### src/design/llsf_pkg.sv
// lane line fit package: shared types, register codes and reset values
// no dependencies
`default_nettype none

package llsf_pkg;

   localparam int COORD_W = 12;
   localparam int OUT_W = 16;
   localparam int CSR_DATA_W = 16;
   localparam int CSR_IDX_W = 2;
   localparam int THR_W = 16;
   localparam int MAX_SEGMENTS_DEFAULT = 512;
   localparam int QUEUE_DEPTH = 4;

   localparam logic [CSR_IDX_W-1:0] CSR_IMAGE_WIDTH = 2'd0;
   localparam logic [CSR_IDX_W-1:0] CSR_BOTTOM_ROW = 2'd1;
   localparam logic [CSR_IDX_W-1:0] CSR_TOP_ROW = 2'd2;
   localparam logic [CSR_IDX_W-1:0] CSR_SLOPE_THR = 2'd3;

   localparam logic [COORD_W-1:0] IMAGE_WIDTH_RESET = 12'd640;
   localparam logic [COORD_W-1:0] BOTTOM_ROW_RESET = 12'd480;
   localparam logic [COORD_W-1:0] TOP_ROW_RESET = 12'd288;
   localparam logic [THR_W-1:0] SLOPE_THR_RESET = 16'd128;

   localparam logic SIDE_RIGHT = 1'b0;
   localparam logic SIDE_LEFT = 1'b1;

   typedef struct packed {
      logic keep;
      logic side;
      logic [COORD_W-1:0] x1;
      logic [COORD_W-1:0] y1;
      logic [COORD_W-1:0] x2;
      logic [COORD_W-1:0] y2;
      logic last;
   } seg_entry_type;

   typedef enum logic {
      OP_MUL,
      OP_DIV
   } arith_op_type;

   typedef struct packed {
      logic start;
      arith_op_type op;
   } arith_ctl_type;

   typedef enum logic [3:0] {
      ST_IDLE,
      ST_NXX,
      ST_SXSX,
      ST_NXY,
      ST_SXSY,
      ST_CHECK,
      ST_DEN,
      ST_SXP,
      ST_NROW,
      ST_QSXX,
      ST_DIV,
      ST_FINISH
   } back_state_type;

endpackage

`default_nettype wire

### src/design/llsf_if.sv
// segment and fit result channel interfaces
// depends on llsf_pkg
`default_nettype none

interface llsf_seg_if;
   logic valid;
   logic ready;
   logic segment_present;
   logic [llsf_pkg::COORD_W-1:0] start_x;
   logic [llsf_pkg::COORD_W-1:0] start_y;
   logic [llsf_pkg::COORD_W-1:0] end_x;
   logic [llsf_pkg::COORD_W-1:0] end_y;
   logic frame_last;
   modport source(output valid, segment_present, start_x, start_y, end_x, end_y, frame_last,
                  input ready);
   modport sink(input valid, segment_present, start_x, start_y, end_x, end_y, frame_last,
                output ready);
endinterface


`default_nettype wire

### src/design/llsf_front.sv
// segment classifier: steepness test and side selection
// depends on llsf_pkg and llsf_if
`default_nettype none

module llsf_front (
   input  wire logic [llsf_pkg::COORD_W-1:0] image_width,
   input  wire logic [llsf_pkg::THR_W-1:0]   slope_thr,
   llsf_seg_if.sink                           req_chan,
   input  wire logic                          queue_ready,
   output logic                               queue_push,
   output llsf_pkg::seg_entry_type            queue_entry
);

   logic [llsf_pkg::COORD_W-1:0] adx;
   logic [llsf_pkg::COORD_W-1:0] ady;
   logic [llsf_pkg::COORD_W+llsf_pkg::THR_W-1:0] thr_dx;
   logic [llsf_pkg::COORD_W+llsf_pkg::THR_W-1:0] dy_q8;
   logic steep;
   logic pos;
   logic right;
   logic left;
   logic [llsf_pkg::COORD_W:0] cw;
   logic [llsf_pkg::COORD_W:0] x1_2;
   logic [llsf_pkg::COORD_W:0] x2_2;

   always_comb begin
      adx = (req_chan.end_x >= req_chan.start_x) ? req_chan.end_x - req_chan.start_x
                                                 : req_chan.start_x - req_chan.end_x;
      ady = (req_chan.end_y >= req_chan.start_y) ? req_chan.end_y - req_chan.start_y
                                                 : req_chan.start_y - req_chan.end_y;
      thr_dx = (llsf_pkg::COORD_W+llsf_pkg::THR_W)'(slope_thr) *
               (llsf_pkg::COORD_W+llsf_pkg::THR_W)'(adx);
      dy_q8 = {(llsf_pkg::THR_W-8)'(0), ady, 8'd0};
      steep = (adx == '0) || (dy_q8 > thr_dx);
      pos = (adx == '0) ||
            ((req_chan.end_x > req_chan.start_x) == (req_chan.end_y > req_chan.start_y));
      cw = {1'b0, image_width};
      x1_2 = {req_chan.start_x, 1'b0};
      x2_2 = {req_chan.end_x, 1'b0};
      right = pos && (x1_2 > cw) && (x2_2 > cw);
      left = !pos && (x1_2 < cw) && (x2_2 < cw);
      queue_entry.keep = req_chan.segment_present && steep && (right || left);
      queue_entry.side = right ? llsf_pkg::SIDE_RIGHT : llsf_pkg::SIDE_LEFT;
      queue_entry.x1 = req_chan.start_x;
      queue_entry.y1 = req_chan.start_y;
      queue_entry.x2 = req_chan.end_x;
      queue_entry.y2 = req_chan.end_y;
      queue_entry.last = req_chan.frame_last;
   end

   assign req_chan.ready = queue_ready;
   assign queue_push = req_chan.valid && queue_ready;

endmodule

`default_nettype wire

### src/flat_wrapper.sv
// flat-port wrapper written by rule: the top's interface ports become plain ports
module llsf_front_flat 
  (image_width, slope_thr, queue_ready, queue_push, queue_entry, req_chan_valid, req_chan_segment_present, req_chan_start_x, req_chan_start_y, req_chan_end_x, req_chan_end_y, req_chan_frame_last, req_chan_ready);
  llsf_seg_if req_chan_i ();
  input  wire logic [llsf_pkg::COORD_W-1:0] image_width;
  input  wire logic [llsf_pkg::THR_W-1:0] slope_thr;
  input  wire logic queue_ready;
  output logic queue_push;
  output llsf_pkg::seg_entry_type queue_entry;
  input wire logic [$bits(req_chan_i.valid)-1:0] req_chan_valid;
  input wire logic [$bits(req_chan_i.segment_present)-1:0] req_chan_segment_present;
  input wire logic [$bits(req_chan_i.start_x)-1:0] req_chan_start_x;
  input wire logic [$bits(req_chan_i.start_y)-1:0] req_chan_start_y;
  input wire logic [$bits(req_chan_i.end_x)-1:0] req_chan_end_x;
  input wire logic [$bits(req_chan_i.end_y)-1:0] req_chan_end_y;
  input wire logic [$bits(req_chan_i.frame_last)-1:0] req_chan_frame_last;
  output wire logic [$bits(req_chan_i.ready)-1:0] req_chan_ready;
  assign req_chan_i.valid = req_chan_valid;
  assign req_chan_i.segment_present = req_chan_segment_present;
  assign req_chan_i.start_x = req_chan_start_x;
  assign req_chan_i.start_y = req_chan_start_y;
  assign req_chan_i.end_x = req_chan_end_x;
  assign req_chan_i.end_y = req_chan_end_y;
  assign req_chan_i.frame_last = req_chan_frame_last;
  assign req_chan_ready = req_chan_i.ready;
  llsf_front u_core (.image_width(image_width), .slope_thr(slope_thr), .req_chan(req_chan_i), .queue_ready(queue_ready), .queue_push(queue_push), .queue_entry(queue_entry));
endmodule
### config.mk
export PLATFORM = sky130hd
export DESIGN_NAME = llsf_front_flat
export DESIGN_NICKNAME = d
export VERILOG_FILES = /design/src/design/llsf_pkg.sv /design/src/design/llsf_if.sv /design/src/design/llsf_front.sv /design/src/flat_wrapper.sv
export SDC_FILE = /design/constraint.sdc
export NUM_CORES = 1
export LEC_CHECK = 0
export BUFFER_PORTS_ARGS = -buffer_cell sky130_fd_sc_hd__clkbuf_2
export CAP_MARGIN = 30
export CORE_MARGIN = 10
export CORE_UTILIZATION = 50
export DETAILED_ROUTE_END_ITERATION = 8
export PLACE_DENSITY = 0.81
export SLEW_MARGIN = 20
export SYNTH_ARGS = -nofsm -noshare
export SYNTH_HDL_FRONTEND = slang
export SYNTH_SLANG_ARGS = --single-unit
export TNS_END_PERCENT = 1
### constraint.sdc
create_clock -name vclk -period 10.8
set_input_delay 1.08 -clock vclk [all_inputs]
set_output_delay 1.08 -clock vclk [all_outputs]
set_load 0.02 [all_outputs]
# Word-level counts from Yosys, hierarchy flattened
# Cells that the tools add are included.
dict set report classes {
  addsub 4
  n_lt_le_gt_ge 9
  multipliers 1
  mux 3
  n_reduce_logical 12
  n_eq_ne 1
}
# operator n
set op_table {}
lappend op_table {{$sub 12x12->12} 4}
lappend op_table {{$gt 20x28->1} 1}
lappend op_table {{$mul 16x12->28} 1}
lappend op_table {{$gt 13x12->1} 2}
lappend op_table {{$lt 13x12->1} 2}
lappend op_table {{$ge 12x12->1} 2}
lappend op_table {{$gt 12x12->1} 2}
lappend op_table {{$mux 12} 2}
lappend op_table {{$logic_not 12->1} 1}
lappend op_table {{$logic_and 1x1->1} 7}
lappend op_table {{$logic_or 1x1->1} 3}
lappend op_table {{$eq 1x1->1} 1}
lappend op_table {{$logic_not 1->1} 1}
lappend op_table {{$mux 1} 1}
dict set report totals {
  inputBits 80
  regBits 0
}

# Depth between registers and ports, before layout
dict set report logic_depth {
  depth_word 9
  ltp_mapped 40
  mapped_depth_nobuf 37
}

# Worst setup path before layout
# No wires, ideal clock.
dict set report synth_path {
  kind {input to output}
  start {in req_chan_end_x[0]}
  end {out queue_entry[50] (netlist name)}
  stages 37
  slack_ns 0.544
  t_arrival_ns 9.176
  path_buffers 3
  cell_sequence {inv_1 ha_1 inv_1 fa_1 and3_1 nor2_1 a21o_1 buf_2 nand2_1 mux2_2 or4_1 clkbuf_1 and3_1 fa_1 fa_1 fa_1 fa_1 inv_1 fa_1 inv_1 ha_1 clkbuf_1 nand4_1 o211ai_1 a211oi_1 o21ai_0 a31oi_1 xor2_1 ha_1 nand4_1 nor2_1 o21ai_0 o211ai_1 o2111ai_1 nor4_1 and3_1 a221o_1}
}
# element line_no
set synth_lines {}
lappend synth_lines {{start: declaration} flat_wrapper.sv:14} ;# input wire logic [$bits(req_chan_i.end_x)-1:0] req_chan_end_x;
lappend synth_lines {{end: declaration} flat_wrapper.sv:9} ;# output llsf_pkg::seg_entry_type queue_entry;

==> impl_metrics.csv <==
group,metric,value,unit
sta,hold_slack,2160,ps
final_layout,diodes,0,
critical_path,slowest_delay,550,ps
synth,ys_seq_area_frac,0,
global_route,grt_antenna_before_repair,0,
routing,routedWlPerCell,17.0,µm
cts,postCtsHoldBufs,0,
critical_path,cp_data_arrival_time,9360,ps
global_route,grt_max_degree,18,
final_layout,drive_above_1_share,0.175,
sta,tightest_slew,849,ps
routing,dr_wl_met3,1380,µm
critical_path,cp-end-kind,"primary output",
sta,final_hold_viol_count,0,
routing,top_layer,"met4",
routing,drc,0,
die,die_x,162,µm
final_layout,fin_util,0.563,
synth,syn_area,0.0101,mm²
synth,postSynthCellCount,1269,
critical_path,start_kind,"input port",
routing,dr_wl_met2,14100,µm
synth,ys_warn_count,0,
routing,first_iter_violations,612,
critical_path,crit_fanout,11,
global_route,gr-usage-all-layers,0.204,
critical_path,cp_data_required_time,9720,ps
sta,slew_headroom,0.419,
synth,syn_area_per_cell,7.92,µm²
critical_path,critical_path.slowest_cell,"fa_1",
sta,finalCritPeriodShare,0.966,
final_layout,syn2layout_area_growth,9.65,%
final_layout,clkbuf_count,0,
die,die_y,162,µm
placement,place.port_buffers,131,
placement,hpwl,22700,µm
sta,fin_crit,10440,ps
outcome,status,"finished, final reports clean",
final_layout,design.seq.count,0,
routing,drt-total-wl,27600,µm
routing,num_vias,9110,
worst_hold_path,min_path_type,"in -> out",
job,cap_violations,0,
sta,fmax,95.8,MHz
global_route,grt_overflow,0,
synth,synth_fp_nets,1639,
die,io_pins,133,
routing,met1_length,11200,µm
die,die-area,0.0262,mm²
sta,setup_viol,0,
routing,viasPerCell,5.63,
routing,firstDrtPassIters,5,
final_layout,nets,1725,
routing,antenna_left,0,
synth,synth_cell_type_count,65,
global_route,first_global_vias,9733,
placement,gp_congestion,0.956,
final_layout,seqCellArea,0,µm²
die,num_rows,51,
critical_path,cpMostUsedCell,"fa_1",
die,core_region_area,0.0196,mm²
critical_path,crit_type,"in -> out",
sta,slew_violations,0,
die,start_util,0.513,
global_route,grt_pass1_wl,45400,µm
cells in the mapped netlist (all sizes together), types with 7 or more instances:
master / instances / area share
inv: 254 / 0.095
nand2: 160 / 0.060
ha: 146 / 0.18
fa: 144 / 0.29
and2: 60 / 0.037
buf: 59 / 0.044
a21oi: 58 / 0.029
clkbuf: 40 / 0.015
o21ai: 31 / 0.015
nor2: 29 / 0.012
a21o: 28 / 0.021
and3: 24 / 0.015
nand3: 17 / 0.0085
xnor2: 17 / 0.015
nor2b: 16 / 0.010
xor2: 16 / 0.014
o211ai: 15 / 0.011
nand4: 14 / 0.010
nor3: 12 / 0.0060
o21a: 12 / 0.0090
a211oi: 11 / 0.0082
a31oi: 11 / 0.0068
mux2i: 9 / 0.0090
a2111oi: 7 / 0.010
cell families after synthesis:
family                   synth area share
adder cells (fa/ha/maj)             0.469
AO/OA/AOI/OAI                       0.156
AND/OR/NAND/NOR                     0.178
buffers and inverters               0.154
XOR/XNOR                           0.0288
multiplexers                       0.0146
path summary, 6_finish.rpt:
check / from / end / slack (ps) / cells past startpoint
setup / recovery: req_chan_end_x[10] / queue_entry[50] / 360 / 35
hold / removal: req_chan_frame_last / queue_entry[0] / 2160 / 0
layer usage:
layer,track usage,vias to the layer above
met2,0.379,326
met5,0,-
li1,-,4242
met1,0.240,4477
met4,0.0724,0
met3,0.0152,65
placed cells by master (no fill, tap or decap), types with 8 or more instances in the layout:
master and count:
buf_4 47, inv_1 254, clkbuf_2 130, a21o_1 27
nor3_1 11, fa_1 143, o21a_1 12, nand2_1 159
mux2i_1 9, nand4_1 13, and2_1 58, xor2_1 16
a21oi_1 50, xnor2_1 16, o211ai_1 15, nor2b_1 16
nor2_1 27, a21oi_2 8, nand3_1 17, a31oi_1 11
and3_1 23, ha_1 138, a211oi_1 8, o21ai_0 24
through the flow:
step	area (µm²)	setup TNS (ps)	setup WS, ps	cells
3_3_place_gp	10700	0	255	1601
2_1_floorplan	10100	0	544	1269
3_5_place_dp	10700	0	70.9	1601
6_report	11000	0	363	1618
4_1_cts	10700	0	31.2	1601
5_1_grt	11000	-62.3	-62.3	1618
layout make-up:
cell class | count | area [µm²]
fillers | 1782 | 8570
inverters | 254 | 953
multi-input cells | 916 | 8660
well taps | 265 | 332
repair buffers | 183 | 1070
timing repair:
action                                  CTS  global route
endpoints found under the setup margin    0             1
setup buffers                             0            15
resized for setup                         0            53
endpoints found under the hold margin     0             0
worst max-delay path, delay by kind of cell:
family                   cells  cell delay (ps)
XOR/XNOR                     1              230
adder cells (fa/ha/maj)      8             3560
buffers and inverters        7              790
AO/OA/AOI/OAI               11             2140
AND/OR/NAND/NOR              8             1550
Power is left out: the tool's default activity adds up to more than one toggle a clock period on the data nets, which glitch-free logic cannot reach.
