File: src/design/llsf_pkg.sv
// lane line fit package: shared types, register codes and reset values
// no dependencies
`default_nettype none

package llsf_pkg;

   localparam int COORD_W = 12;
   localparam int OUT_W = 16;
   localparam int CSR_DATA_W = 16;
   localparam int CSR_IDX_W = 2;
   localparam int THR_W = 16;
   localparam int MAX_SEGMENTS_DEFAULT = 512;
   localparam int QUEUE_DEPTH = 4;

   localparam logic [CSR_IDX_W-1:0] CSR_IMAGE_WIDTH = 2'd0;
   localparam logic [CSR_IDX_W-1:0] CSR_BOTTOM_ROW = 2'd1;
   localparam logic [CSR_IDX_W-1:0] CSR_TOP_ROW = 2'd2;
   localparam logic [CSR_IDX_W-1:0] CSR_SLOPE_THR = 2'd3;

   localparam logic [COORD_W-1:0] IMAGE_WIDTH_RESET = 12'd640;
   localparam logic [COORD_W-1:0] BOTTOM_ROW_RESET = 12'd480;
   localparam logic [COORD_W-1:0] TOP_ROW_RESET = 12'd288;
   localparam logic [THR_W-1:0] SLOPE_THR_RESET = 16'd128;

   localparam logic SIDE_RIGHT = 1'b0;
   localparam logic SIDE_LEFT = 1'b1;

   typedef struct packed {
      logic keep;
      logic side;
      logic [COORD_W-1:0] x1;
      logic [COORD_W-1:0] y1;
      logic [COORD_W-1:0] x2;
      logic [COORD_W-1:0] y2;
      logic last;
   } seg_entry_type;

   typedef enum logic {
      OP_MUL,
      OP_DIV
   } arith_op_type;

   typedef struct packed {
      logic start;
      arith_op_type op;
   } arith_ctl_type;

   typedef enum logic [3:0] {
      ST_IDLE,
      ST_NXX,
      ST_SXSX,
      ST_NXY,
      ST_SXSY,
      ST_CHECK,
      ST_DEN,
      ST_SXP,
      ST_NROW,
      ST_QSXX,
      ST_DIV,
      ST_FINISH
   } back_state_type;

endpackage

`default_nettype wire

File: src/design/llsf_queue.sv
// short fifo of classified segments between front and back
// depends on llsf_pkg
`default_nettype none

module llsf_queue (
   input  wire logic                    clock,
   input  wire logic                    reset,
   input  wire logic                    push,
   input  wire llsf_pkg::seg_entry_type push_entry,
   output logic                         push_ready,
   input  wire logic                    pop,
   output logic                         pop_valid,
   output llsf_pkg::seg_entry_type      pop_entry
);

   localparam int PTR_W = $clog2(llsf_pkg::QUEUE_DEPTH);

   llsf_pkg::seg_entry_type mem_ff [llsf_pkg::QUEUE_DEPTH];
   logic [PTR_W-1:0] wr_ptr_ff, wr_ptr_in;
   logic [PTR_W-1:0] rd_ptr_ff, rd_ptr_in;
   logic [PTR_W:0] count_ff, count_in;

   always_comb begin
      wr_ptr_in = push ? wr_ptr_ff + 1'b1 : wr_ptr_ff;
      rd_ptr_in = pop ? rd_ptr_ff + 1'b1 : rd_ptr_ff;
      count_in = count_ff + (PTR_W+1)'(push) - (PTR_W+1)'(pop);
   end

   always_ff @(posedge clock) begin
      if (reset) begin
         wr_ptr_ff <= '0;
         rd_ptr_ff <= '0;
         count_ff <= '0;
      end else begin
         wr_ptr_ff <= wr_ptr_in;
         rd_ptr_ff <= rd_ptr_in;
         count_ff <= count_in;
      end
   end

   always_ff @(posedge clock) begin
      if (push) begin
         mem_ff[wr_ptr_ff] <= push_entry;
      end
   end

   assign push_ready = count_ff != (PTR_W+1)'(llsf_pkg::QUEUE_DEPTH);
   assign pop_valid = count_ff != '0;
   assign pop_entry = mem_ff[rd_ptr_ff];

endmodule

`default_nettype wire

File: config.mk
export PLATFORM = sky130hd
export DESIGN_NAME = llsf_queue
export DESIGN_NICKNAME = d
export VERILOG_FILES = /design/src/design/llsf_pkg.sv /design/src/design/llsf_queue.sv
export SDC_FILE = /design/constraint.sdc
export NUM_CORES = 1
export LEC_CHECK = 0
export BUFFER_PORTS_ARGS = -buffer_cell sky130_fd_sc_hd__buf_2
export CAP_MARGIN = 5
export CORE_MARGIN = 10
export CORE_UTILIZATION = 35
export CTS_BUF_LIST = sky130_fd_sc_hd__clkbuf_8
export DETAILED_ROUTE_END_ITERATION = 16
export PLACE_DENSITY = 0.63
export SETUP_SLACK_MARGIN = 0.5
export SYNTH_ARGS = -nofsm -noshare
export SYNTH_HDL_FRONTEND = slang
export SYNTH_SLANG_ARGS = --single-unit
File: constraint.sdc
create_clock -name clock -period 3.1 [get_ports clock]
set_input_delay 0.31 -clock clock [delete_from_list [all_inputs] [get_ports clock]]
set_output_delay 0.31 -clock clock [all_outputs]
set_load 0.02 [all_outputs]
---- Yosys cells after proc, flatten, opt, wreduce, memory -nomap -nowiden ----
Memories as Yosys holds them, arrays and structs flattened. A register that Yosys moved wholly into a read port is not among the register bits.
Cells that the tools add are included.
storage, ports and cells
  output and inout bits ................... 53
  word-level logic and storage cells ...... 14
  bits in writable memories ............... 204
  register bits after elaboration ......... 7
  memories ................................ 1
cells by class
  reductions and logical operators ........ 1
  add/sub/neg operators ................... 4
  eq/ne operators ......................... 1
  mux-type cells .......................... 4
memories
  name    words  width  read ports  clocked after memory_dff  write ports  line              source
  mem_ff  4      51     1           1                         1            llsf_queue.sv:18  llsf_pkg::seg_entry_type mem_ff [llsf_pkg::QUEUE_DEPTH];
operators by type and width
  operator               count
  $add A2 B1 Y2 const B  2
  $mux W2                2
  $add A3 B1 Y3          1
  $ne A3 B3 Y1 const B   1
  $reduce_bool A3 Y1     1
  $sub A3 B1 Y3          1
  $mux W1                2

---- Longest topological paths before layout ----
Gate-level depths: netlist of run 1.
  depth in word-level cells ............... 3
  gate-level depth with buffers ........... 8
  gate-level depth less buffers ........... 8

---- Worst setup path after synthesis of run 1 ----
Ideal clock, no wire load.
  kind .................................... reg-to-reg
  start point ............................. reg wr_ptr_ff[0]
  end point ............................... mem mem_ff[2][0] (netlist bit), enable pin
  setup slack ............................. 0.929 ns
  stages on the path, launching flop included .. 4
  period minus slack after synthesis ...... 2.171 ns
  path buffers ............................ 0
  data required time ...................... 2.686 ns
  arrival time ............................ 1.757 ns
  cells stage by stage .................... dfxtp_1 -> inv_1 -> ha_1 -> and2_1
RTL lines
  what                      line              source
  start: declaration        llsf_queue.sv:19  logic [PTR_W-1:0] wr_ptr_ff, wr_ptr_in;
  start signal: assignment  llsf_queue.sv:35  wr_ptr_ff <= wr_ptr_in;
  end: declaration          llsf_queue.sv:18
No word-level cell before the write port.

==> impl_metrics.tcl, run 1 <==
set metrics [dict create \
    status "finished, final reports clean" \
    timing.rr.end "mem_ff[3][49]$_DFFE_PP_" \
    hold_path_class "in -> reg" \
    powerDensity_nw_per_um2 641 \
    crit_chain "buf_12 > mux4_2 > buf_2" \
    grt_util_met3_pct 3.54 \
    hpwlAfterDp_mm 9.69 \
    antenna_found_initial 0 \
    crit_arrival_ns 2.05 \
    postSynthRegisterBits 213 \
    io_buffers 107 \
    ys_types 23 \
    pin_count 108 \
    synth_fp_nets 372 \
    cp_num_buf_inv 2 \
    die_height_um 170 \
    synth_area_leader_cell "edfxtp_1" \
    cts_sinks 213 \
    finalNetCount 557 \
    ys_seq_area_share_pct 80.3 \
    core_um2 22000 \
    worst_pin_slew_ns 0.427 \
    cts_resized 0 \
    grt_pass1_wl_mm 24.7 \
    cp_num_cells 3 \
    worst_path_max_delay_cell "dfxtp_4" \
    start_util_pct 35.8 \
    syn_area_per_cell_um2 25.3 \
    cp-end-kind "output pin" \
    hold_ws_ns 0.0356 \
    finalHoldViolations 0 \
    ff2ff_setup_slack_ns 1.43 \
    cap_viol_max_count 0 \
    max_freq_mhz 423 \
    gp_congestion 0.692 \
    min-delay-start "push_entry[41]" \
    cp_top_family "flip-flops" \
    grt_pass1_vias 4446 \
    report.final.slew_viol_count 0 \
    final_area_um2 9800 \
    reg2reg_from "wr_ptr_ff[0]$_SDFFE_PP0P_" \
    cts_buffer_depth 3 \
    met2_usage_pct 19.0 \
    die_w_um 170 \
    cts_tree "yes" \
    first_pass_iters 5 \
    grt_use_met1_pct 12.8 \
    via_per_inst 4.75 \
    grt_max_degree 42 \
    peakVddDrop_mv 0.370 \
    syn_area_um2 7860 \
    rsz0062_at_grt "false" \
    num_antenna_cells 0 \
    drive_gt1_share_pct 41.4 \
    max_stage_delay_ns 0.55 \
    num_vias 3798 \
    row_count 54 \
    die-area_um2 28800 \
    place_area_um2 8730 \
    ff2ff_path_depth 3 \
    track_usage_pct 11.1 \
    routed_wl_mm 15.7 \
    required_ns 2.79 \
    slew_headroom_pct 71.5 \
    fin_skew_ns 0.0149 \
    critPathMaxFanout 19 \
    drc 0 \
    cts_made_buffers 36 \
    grt.busiest_layer "met2" \
    tns_ns 0 \
    ant_nets 0 \
    crit_end "pop_entry[15]" \
    ys.warnings.count 0 \
    postSynthCellCount 310 \
    synth_area_leaders "edfxtp_1, mux4_2, dfxtp_1" \
    clk_pin_slew_ns 0.06 \
    fillers 1906 \
    power_mw 6.28 \
    clockRootBuffer "clkbuf_8" \
    synthDominantCellAreaShare_pct 78.0 \
    finalCriticalPeriod_ns 2.36 \
    clock_latency_ns 0.51 \
    drt_iter0_drc 226 \
    cts_max_level 2 \
    finalSetupViolations 0 \
    grt_overflow 0 \
    syn_to_final_growth_pct 24.7 \
    crit_type "reg -> out" \
    wl_per_cell_um 19.7 \
    start_kind "flip-flop" \
    fin_crit_sh_pct 76.2 \
    leakagePower_nw 3.40 \
]
[Yosys cell counts]
library cell  instances
mux4_1                1
xnor2_1               2
buf_1                 1
inv_1                 5
ha_1                  6
a21oi_1               1
buf_12                5
xnor3_1               1
buf_2                 5
buf_6                 1
clkbuf_1              1
nor2b_1               1
mux4_2               50
dfxtp_1               9
nand2_1               1
nor2_1                7
or3_1                 1
nand3b_1              1
and2_1                4
edfxtp_1            204
a21bo_2               1
mux2i_1               1
fa_1                  1
[metal layers]
layer	up-vias	share of wire (%)	wire, um
li1	1682	-	-
met4	0	1.7	261
met2	114	51	8070
met5	-	0	0
met3	27	6.6	1040
met1	1975	40	6340
[cell type report]
cell class              instances  area (um^2)  area share [%]
inverters                       5         18.8           0.192
well taps                     280          350            3.58
clock inverters                25          104            1.06
multi-input cells              79         1390            14.2
flip-flops and latches        213         6310            64.4
repair buffers                160         1110            11.3
clock buffers                  37          509            5.20
[cells in the final DEF, fill, tap and decap left out, drive strengths merged, types with 2 or more instances in the layout]
cell         instances
clkinv               7
edfxtp             204
ha                   6
buf                117
and2                 4
clkbuf              37
mux4                51
nor2                 7
xnor2                2
dlygate4sd3         43
dfxtp                9
clkinvlp             2
inv                 21
[report_power, final]
part           internal (mW)  switching [mW]  leakage, nW
Clock                   1.10            1.04        0.367
Combinational          0.350           0.427         1.09
Sequential              3.31          0.0541         1.95
[per-stage QoR]
stage,util [%],setup slack (ns),cells
finish,44.6,0.738,799
global route,44.6,0.561,799
CTS,44.6,0.626,799
detailed placement,39.7,1.02,693
global placement,39.7,1.02,693
floorplan,-,0.929,310
[registers in the layout, summed over array words and instances, names as in the netlist, named ones only]
signal / count
mem_ff: 204
count_ff: 3
rd_ptr_ff: 2
wr_ptr_ff: 2
[repair_timing]
item	CTS	global route
setup buffers	1	0
hold buffers	43	0
setup endpoints to repair	24	0
hold endpoints to repair	161	0
[how the worst min path moves through the flow]
| stage | endpoint | cells past startpoint |
|---|---|---|
| final | mem_ff[1][41]$_DFFE_PP_ | 1 |
| after global routing | mem_ff[2][38]$_DFFE_PP_ | 1 |
| after CTS | mem_ff[1][41]$_DFFE_PP_ | 1 |
| after detailed placement | mem_ff[3][12]$_DFFE_PP_ | 1 |
| after global placement | flip-flop | 2 |
| after floorplan | mem_ff[0][0]$_DFFE_PP_ | 0 |
[cells by family after synthesis]
family | share of synthesized area (%)
DFF | 80.3
buffers and inverters | 2.07
AOI/OAI and AO/OA | 0.191
xor gates and xnor gates | 0.510
muxes | 14.8
adders and majority gates | 1.21
and+or+nand+nor | 0.956
(Power assumes the default switching activity.)
==> inputs of run 2 (changes only) <==
==> constraint.sdc (replaced) <==
create_clock -name clock -period 2.3 [get_ports clock]
set_input_delay 0.23 -clock clock [delete_from_list [all_inputs] [get_ports clock]]
set_output_delay 0.23 -clock clock [all_outputs]
set_load 0.02 [all_outputs]
==> impl_metrics.tcl, run 2 (same netlist as run 1, synthesis figures left out) <==
set metrics [dict create \
    slew_headroom_pct 60.5 \
    report.final.slew_viol_count 0 \
    layout_common_cells "edfxtp_1, buf_2, dlygate4sd3_1, mux4_2, buf_6" \
    start_util_pct 35.8 \
    drc 0 \
    via_per_inst 4.76 \
    start_kind "flip-flop" \
    tns_ns 0 \
    io_buffers 107 \
    reg2reg_from "wr_ptr_ff[0]$_SDFFE_PP0P_" \
    clk_pin_slew_ns 0.05 \
    fillers 1839 \
    clockRootBuffer "clkbuf_8" \
    core_um2 22000 \
    layout.cells.non_filler 816 \
    cap_viol_max_count 0 \
    final_area_um2 10400 \
    cp_num_buf_inv 3 \
    die_w_um 170 \
    required_ns 2.07 \
    hpwlAfterDp_mm 9.20 \
    finalCriticalPeriod_ns 2.09 \
    gp_congestion 0.655 \
    worst_slack_ns 0.214 \
    num_vias 3881 \
    clock_latency_ns 0.50 \
    final-seq-area_um2 6310 \
    antenna_found_initial 0 \
    track_usage_pct 11.6 \
    drt_iter0_drc 157 \
    pre_cts_ws_ns 0.521 \
    cts_sinks 213 \
    max_freq_mhz 479 \
    grt_pass1_vias 4415 \
    syn_to_final_growth_pct 32.3 \
    finalNetCount 575 \
    finalHoldViolations 0 \
    cts_made_buffers 35 \
    dp_cells 694 \
    cts_tree "yes" \
    clkPwrFrac_pct 32.7 \
    power.internal_mw 6.64 \
    p_sw_mw 2.08 \
    grt_overflow 0 \
    max_flop_register "mem_ff" \
    grt_max_degree 52 \
    max_stage_delay_ns 0.51 \
    critPathMaxFanout 6 \
    pwr-share-seq_pct 51.8 \
    crit_type "reg -> out" \
    switching_share_pct 23.9 \
    final_common_cell "edfxtp_1" \
    worst_pin_slew_ns 0.592 \
    fin_skew_ns 0.0112 \
    die-area_um2 28800 \
    peakVddDrop_mv 0.390 \
    die_height_um 170 \
    wl_per_cell_um 20.5 \
    grt_pass1_wl_mm 25.7 \
    drive_gt1_share_pct 42.0 \
    finalSetupViolations 0 \
    row_count 54 \
    worst_path_max_delay_cell "mux4_2" \
    rsz0062_at_grt "true" \
    hold_path_class "in -> reg" \
    powerDensity_nw_per_um2 839 \
    p_comb_share_pct 15.4 \
    cp_top_family "multiplexers" \
    crit_chain "buf_12 > clkbuf_16 > mux4_2 > buf_6" \
    cp-end-kind "output pin" \
    crit_arrival_ns 1.86 \
    routed_wl_mm 16.7 \
    largestRegisters "mem_ff x204, count_ff x3" \
    pin_count 108 \
    cts_max_level 2 \
    multi_input_area_um2 1390 \
    ant_nets 0 \
    first_pass_iters 4 \
    status "finished, final reports clean" \
    fin_crit_sh_pct 90.7 \
    largest_reg_flops 204 \
    place_area_um2 8730 \
    cts_buffer_depth 3 \
    leakagePower_nw 3.63 \
    min-delay-start "pop" \
    num_antenna_cells 0 \
    power_mw 8.72 \
]
## run 2: changes by cell type in the layout (fill, tap and decap cells not counted), moves of 4 or more
cell	delta
dlygate4sd3_1	+9
buf_16	+5
inv_1	-4
buf_2	-50
buf_6	+50
## run 2: final timing paths
path | depth (start not counted) | endpoint | slack, ns
max | 4 | pop_entry[27] | 0.21
min | 3 | flip-flop | 0.08
max reg2reg | 3 | mem_ff[1][39]$_DFFE_PP_ | 0.64
min reg2reg | 2 | flip-flop | 0.54
## run 2: timing repair
action                                  CTS  global route
gates cloned                              5             2
resized for setup                        56            54
endpoints found under the hold margin   213             0
endpoints found under the setup margin   51            51
hold buffers                             52             0
setup buffers                             3             0
## run 2: worst reg2reg max path: stages, from the launching register on
cell,delay (ns)
dfxtp_1,0.41
ha_1,0.17
and2_2,0.53
buf_12,0.26
## run 2: metal layers
metal	up-vias	share of wire (%)	track usage, %
met5	-	0	0
met4	0	1.8	3.66
met3	28	5.7	3.17
met2	113	52	19.9
met1	2017	40	13.9
li1	1723	-	-
## run 2: area by class of cell
class,instances,area share (%)
Clock buffer,37,4.90
Sequential cell,213,60.7
Clock inverter,23,0.867
Inverter,5,0.181
Timing Repair Buffer,179,16.6
Tap cell,280,3.37
Multi-Input combinational cell,79,13.4
## run 2: through the flow
step	hold WS (ns)	util, %
4_1_cts	0.0449	46.4
6_report	0.0780	47.3
3_3_place_gp	0.439	39.8
5_1_grt	0.0852	47.3
2_1_floorplan	0.329	-
3_5_place_dp	0.447	39.8
## run 2: power by group through the flow
stage,sequential [mW],combinational (mW),clock [mW]
2_1_floorplan,4.58,0.676,0
3_3_place_gp,4.58,0.986,0
3_5_place_dp,4.60,1.01,0
4_1_cts,4.52,1.27,2.96
5_1_grt,4.54,1.44,3.12
6_report,4.52,1.35,2.85
==> inputs of run 3 (changes only) <==
--- a/config.mk
+++ b/config.mk
@@ -7,11 +7,13 @@
 export LEC_CHECK = 0
 export BUFFER_PORTS_ARGS = -buffer_cell sky130_fd_sc_hd__buf_2
 export CAP_MARGIN = 5
+export CELL_PAD_IN_SITES_DETAIL_PLACEMENT = 1
+export CELL_PAD_IN_SITES_GLOBAL_PLACEMENT = 1
 export CORE_MARGIN = 10
 export CORE_UTILIZATION = 35
 export CTS_BUF_LIST = sky130_fd_sc_hd__clkbuf_8
 export DETAILED_ROUTE_END_ITERATION = 16
-export PLACE_DENSITY = 0.63
+export PLACE_DENSITY = 0.69
 export SETUP_SLACK_MARGIN = 0.5
 export SYNTH_ARGS = -nofsm -noshare
 export SYNTH_HDL_FRONTEND = slang
==> constraint.sdc (replaced) <==
create_clock -name clock -period 2.3 [get_ports clock]
set_input_delay 0.345 -clock clock [delete_from_list [all_inputs] [get_ports clock]]
set_output_delay 0.345 -clock clock [all_outputs]
set_load 0.02 [all_outputs]
==> impl_metrics.tcl, run 3 (same netlist as run 1, synthesis figures left out) <==
set metrics [dict create \
    status "finished, final reports clean" \
    core_um2 22000 \
    clockRootBuffer "clkbuf_8" \
    power.internal_mw 6.75 \
    routed_wl_mm 16.3 \
    die_w_um 170 \
    ff2ff_setup_slack_ns 0.64 \
    grt_overflow 0 \
    cts_made_buffers 37 \
    fin_crit_sh_pct 96.6 \
    power_mw 8.84 \
    pin_count 108 \
    io_buffers 107 \
    critPathMaxFanout 8 \
    cap_viol_max_count 0 \
    via_per_inst 4.73 \
    required_ns 1.96 \
    p_comb_share_pct 13.9 \
    first_pass_iters 4 \
    final_common_cell "edfxtp_1" \
    hpwlAfterDp_mm 10.1 \
    worst_path_max_delay_cell "mux4_2" \
    drive_gt1_share_pct 47.7 \
    cp-end-kind "output pin" \
    cts_buffer_depth 3 \
    clock_latency_ns 0.50 \
    cp_top_family "multiplexers" \
    start_util_pct 35.8 \
    powerDensity_nw_per_um2 894 \
    p_sw_mw 2.09 \
    tns_ns 0 \
    syn_to_final_growth_pct 25.8 \
    wl_per_cell_um 21.0 \
    cts_max_level 2 \
    crit_chain "buf_8 > buf_12 > mux4_2 > buf_6" \
    start_kind "flip-flop" \
    row_count 54 \
    ant_nets 0 \
    crit_arrival_ns 1.88 \
    peakVddDrop_mv 0.467 \
    die_height_um 170 \
    drc 0 \
    clk_pin_slew_ns 0.05 \
    rsz0062_at_grt "true" \
    crit_type "reg -> out" \
    drt_iter0_drc 166 \
    num_antenna_cells 0 \
    leakagePower_nw 3.42 \
    finalSetupViolations 0 \
    hold_path_class "in -> reg" \
    layout_common_cells "edfxtp_1, buf_2, mux4_2, buf_6, clkbuf_8" \
    largestRegisters "mem_ff x204, count_ff x3" \
    worst_pin_slew_ns 0.519 \
    largest_reg_flops 204 \
    cts_tree "yes" \
    switching_share_pct 23.6 \
    finalNetCount 530 \
    report.final.slew_viol_count 0 \
    grt_max_degree 31 \
    ctsHoldBuffers 0 \
    die-area_um2 28800 \
    max_flop_register "mem_ff" \
    cts_sinks 213 \
    max_stage_delay_ns 0.53 \
    num_vias 3655 \
    max_freq_mhz 450 \
    slew_headroom_pct 65.4 \
    gp_congestion 0.696 \
    finalCriticalPeriod_ns 2.22 \
    grt_pass1_vias 4353 \
    fin_skew_ns 0.0109 \
    pwr-share-seq_pct 51.2 \
    clkPwrFrac_pct 34.9 \
    grt_pass1_wl_mm 25.1 \
    track_usage_pct 11.4 \
    cp_num_buf_inv 3 \
    antenna_found_initial 4 \
    finalHoldViolations 0 \
]
==> run 3: cell types whose count changed in the layout (fill, tap and decap cells not counted), moves of 2 or more <==
cell / delta
dlygate4sd3_1: -52
buf_2: +5
buf_16: -4
buf_4: +3
buf_12: +2
buf_8: +2
clkbuf_16: -2
clkbuf_8: +2
clkinv_1: +2
inv_1: -2
==> run 3: timing repair <==
| item | 4_1_cts | 5_1_grt |
|---|---|---|
| resized for setup | 96 | 9 |
| gates cloned | 2 | 0 |
| setup buffers | 8 | 1 |
| endpoints found under the setup margin | 51 | 52 |
==> run 3: final timing paths <==
path | depth (start not counted) | end | start
worst min-delay path | 1 | mem_ff[3][41]$_DFFE_PP_ | push_entry[41]
worst max register to register | 3 | mem_ff[3][4]$_DFFE_PP_ | wr_ptr_ff[0]$_SDFFE_PP0P_
worst max-delay path | 4 | pop_entry[15] | flip-flop
worst min register to register | 2 | flip-flop | rd_ptr_ff[0]$_SDFFE_PP0P_
==> run 3: metrics by stage <==
step	util, %	setup slack (ns)	instances	hold slack (ns)	cell area [um^2]
2_1_floorplan	-	0.678	310	0.444	7860
3_3_place_gp	39.9	0.415	698	0.504	8750
3_5_place_dp	39.9	0.405	698	0.541	8750
4_1_cts	44.9	0.0325	772	0.00350	9850
5_1_grt	45.0	0.00259	773	0.0167	9880
6_report	45.0	0.0784	773	0.0471	9880
==> run 3: cell type report <==
class / instances / area, um^2
repair buffers: 132 / 1150
flip-flops and latches: 213 / 6310
fillers: 2020 / 12100
well taps: 280 / 350
multi-input cells: 79 / 1390
inverters: 5 / 18.8
clock buffers: 39 / 537
clock inverters: 25 / 128
==> run 3: power by group through the flow <==
stage                     clock network [mW]  logic [mW]  registers [mW]
after floorplan                            0       0.676            4.58
after global placement                     0       0.979            4.60
after detailed placement                   0        1.01            4.62
after CTS                               3.21        1.25            4.53
after global routing                    3.39        1.33            4.55
final                                   3.08        1.23            4.53
==> run 3: per-layer routing <==
layer	global-route usage (%)	vias up	wire length, um
met2	19.7	101	8360
met4	3.40	6	265
met1	12.8	1887	6430
li1	-	1629	-
met3	4.44	32	1170
met5	0	-	38
==> run 3: worst reg2reg max path: stages, from the launching register on <==
cell and delay (ns):
dfxtp_1 0.41, ha_1 0.18, and2_2 0.46, buf_12 0.29
